**config.mk**
```make
export PLATFORM = sky130hd
export DESIGN_NAME = chm_ram
export DESIGN_NICKNAME = d
export VERILOG_FILES = /design/src/rtl/chm_ram.sv
export SDC_FILE = /design/constraint.sdc
export NUM_CORES = 1
export LEC_CHECK = 0
export BUFFER_PORTS_ARGS = -buffer_cell sky130_fd_sc_hd__buf_2
export CORE_ASPECT_RATIO = 1.25
export CORE_MARGIN = 4
export CORE_UTILIZATION = 25
export CTS_CLUSTER_DIAMETER = 40
export DETAILED_ROUTE_END_ITERATION = 10
export PLACE_DENSITY = 0.46
export SLEW_MARGIN = 20
export SYNTH_ARGS = -nofsm -noshare
export SYNTH_HDL_FRONTEND = slang
export SYNTH_SLANG_ARGS = --single-unit
```
**constraint.sdc**
```tcl
create_clock -name aclk -period 5.9 [get_ports aclk]
set_input_delay 1.18 -clock aclk [delete_from_list [all_inputs] [get_ports aclk]]
set_output_delay 1.18 -clock aclk [all_outputs]
set_load 0.1 [all_outputs]
```
**src/rtl/chm_ram.sv**
```systemverilog
`timescale 1ns / 1ps
// ----------------------------------------------------------------------------
// chm_ram: generic simple dual-port RAM
// One write port, one read port, read data registered.
// ----------------------------------------------------------------------------
module chm_ram #(
    parameter int WIDTH = 8,
    parameter int DEPTH = 16
) (
    input  logic                             aclk,
    input  logic                             we,
    input  logic [$clog2(DEPTH > 1 ? DEPTH : 2)-1:0] waddr,
    input  logic [WIDTH-1:0]                 wdata,
    input  logic [$clog2(DEPTH > 1 ? DEPTH : 2)-1:0] raddr,
    output logic [WIDTH-1:0]                 rdata
);

    logic [WIDTH-1:0] mem [DEPTH];
    logic [WIDTH-1:0] rdata_reg;

    always_ff @(posedge aclk) begin
        if (we) begin
            mem[waddr] <= wdata;
        end
        rdata_reg <= mem[raddr];
    end

    assign rdata = rdata_reg;

endmodule

```
==> flow_metrics.tcl <==
set metrics [dict create \
    outcome "completed" \
    rsz0062_at_grt "false" \
    syn-cell-area_sq_um 5150 \
    grt_pass1_vias 2523 \
    initial_utilization_pct 25.5 \
    core_area_sq_um 20200 \
    drv_slew 0 \
    crit_path_end_kind "flip-flop" \
    fp.dieW_um 136 \
    p_switching_uw 497 \
    cts_tree "yes" \
    die_h_um 168 \
    synthCells 229 \
    path_clk_slew_ns 0.06 \
    fillers 2020 \
    hold_buffers 0 \
    hold_start "mem[14][2]" \
    cp_max_fo 32 \
    ff2ff_setup_slack_ns 4.54 \
    yosysSeqAreaShare_pct 77.8 \
    layout-drive-gt1-share_pct 28.8 \
    die_area_sq_um 23000 \
    syn-num-nets 247 \
    drc 0 \
    antenna_found_initial 0 \
    max_freq_ghz 0.396 \
    rr_startpoint "mem[1][2]" \
    min_path_type "reg -> reg" \
    drt_iter0_drc 103 \
    syn_to_final_growth_pct 19.7 \
    cts_sinks 136 \
    p_clk_share_pct 46.9 \
    first_pass_iters 4 \
    fin_crit_sh_pct 42.8 \
    postCtsSetupRepairBufs 0 \
    cts_buffer_depth 2 \
    worst_setup_path_start_kind "input port" \
    rows 58 \
    endpoint "rdata[1]" \
    dp.cells 516 \
    grt_pass1_wl_um 16200 \
    tns_ns 0 \
    hold_viol 0 \
    power-per-cell-area_nw_per_um2 376 \
    synth_warnings 0 \
    power_mw 2.32 \
    h-tree-depth 4 \
    diodes 0 \
    p_int_mw 1.82 \
    ios 26 \
    tightestPinTransition_ns 1.08 \
    setup_viol 0 \
    r2r_cells 3 \
    maxCapViolations 0 \
    period_needed_ns 2.52 \
    combinationalPowerShare_pct 6.2 \
    fin_cells 548 \
    p_leak_nw 2.00 \
    crit_required_ns 6.19 \
    maxSlewHeadroom_pct 27.5 \
    yosysTopAreaCellShare_pct 74.7 \
    drt_wl_total_um 10700 \
    synth_top_area_cell "edfxtp_1" \
    via_per_inst 4.26 \
    largest_reg_flops 128 \
    skew_ns 0.00467 \
    gp_congestion 0.662 \
    grt_start_max_net_pins 33 \
    insertion_delay_ns 0.41 \
    io_buffers 25 \
    r2r-end "rdata[2]" \
    wl_per_cell_um 19.6 \
    final_nets 283 \
    place_hpwl_um 6420 \
    track_usage_pct 10.0 \
    netlist_top_cells_area "edfxtp_1 (75%), mux4_2 (7.9%), mux4_1 (7.1%)" \
    cts-root-buf "clkbuf_16" \
    grt-ovfl-total 0 \
    yosysUniqueCellTypes 19 \
    numCtsBuffers 17 \
    critical_path_arrival_ns 2.82 \
    pwr-share-seq_pct 46.9 \
    ctsResizeCount 0 \
    synth-seq-cells 136 \
    power_switching_share_pct 21.5 \
    startpoint "raddr[0]" \
    dr_total_vias 2335 \
    ant_nets 0 \
    vdd_drop_max_mv 0.224 \
    path_class "in -> reg" \
    avgSynthCellArea_sq_um 22.5 \
]
## cells in the mapped netlist (all sizes together)
master         count
clkdlybuf4s25      3
buf                7
nand3              1
nand2b             2
nor3               4
mux4              32
dfxtp              8
a22oi             16
nor2              13
nand3b             2
and2b              1
and2               1
or3b               1
nand2              9
nor2b              1
edfxtp           128
## routing by layer
layer / wire (um) / share of wire (%) / vias to the layer above / track usage, %
met5: 0 / 0 / - / 0
met4: 142 / 1.3 / 0 / 3.42
met3: 640 / 6.0 / 15 / 3.53
met2: 5350 / 50 / 60 / 15.9
met1: 4590 / 43 / 1214 / 12.7
li1: - / - / 1046 / -
## critical path, cell delays in order
cell     delay, ns
buf_2         0.07
buf_4         0.50
mux4_1        0.66
a22oi_1       0.27
nand2_1       0.08
## how the worst min path moves through the flow
stage | cells past startpoint | to | slack [ns]
global placement | 3 | rdata[5] | 0.66
floorplan | 3 | rdata[0] | 0.63
global route | 3 | rdata[2] | 0.72
finish | 3 | rdata[2] | 0.68
detailed placement | 3 | rdata[5] | 0.67
CTS | 3 | rdata[5] | 0.68
## cell usage in the layout, fill, tap and decap left out, drive strengths merged, types with 4 or more instances in the layout
cell type  synthesis  final
bufinv             0      4
dfxtp              8      8
nor2              13     13
mux4              32     32
nand2              9      9
clkbuf             0     17
a22oi             16     16
nor3               4      4
clkinv             0      7
buf                7     27
edfxtp           128    128
clkinvlp           0      4
## cells by family after synthesis
family	synth area share, %
flip-flops	77.8
multiplexers	15.0
AO/OA/AOI/OAI	2.33
AND/OR/NAND/NOR	3.18
buffers and inverters	1.68
## stage by stage
stage / instance area, sq um / hold slack (ns) / setup WS [ns] / utilization [%]
final: 6160 / 0.679 / 3.38 / 30.6
after global routing: 6160 / 0.725 / 3.26 / 30.6
after CTS: 6160 / 0.681 / 3.34 / 30.6
after detailed placement: 5550 / 0.672 / 2.90 / 27.5
after global placement: 5550 / 0.665 / 2.69 / 27.5
after floorplan: 5150 / 0.629 / 3.23 / -
## power groups by stage
stage          clock network (mW)  logic [mW]  registers, mW
4_1_cts                      1.11       0.146           1.09
2_1_floorplan                   0      0.0548           1.15
3_3_place_gp                    0       0.144           1.11
3_5_place_dp                    0       0.146           1.11
5_1_grt                      1.14       0.153           1.09
6_report                     1.09       0.143           1.09
## final cells by class
cell class / count / area (sq um) / share of cell area (%)
clock buffers: 17 / 425 / 6.90
clock inverters: 15 / 184 / 2.98
multi-input cells: 83 / 1070 / 17.4
repair buffers: 27 / 140 / 2.27
well taps: 270 / 338 / 5.48
flip-flops and latches: 136 / 4000 / 65.0
(Power assumes the default switching activity.)
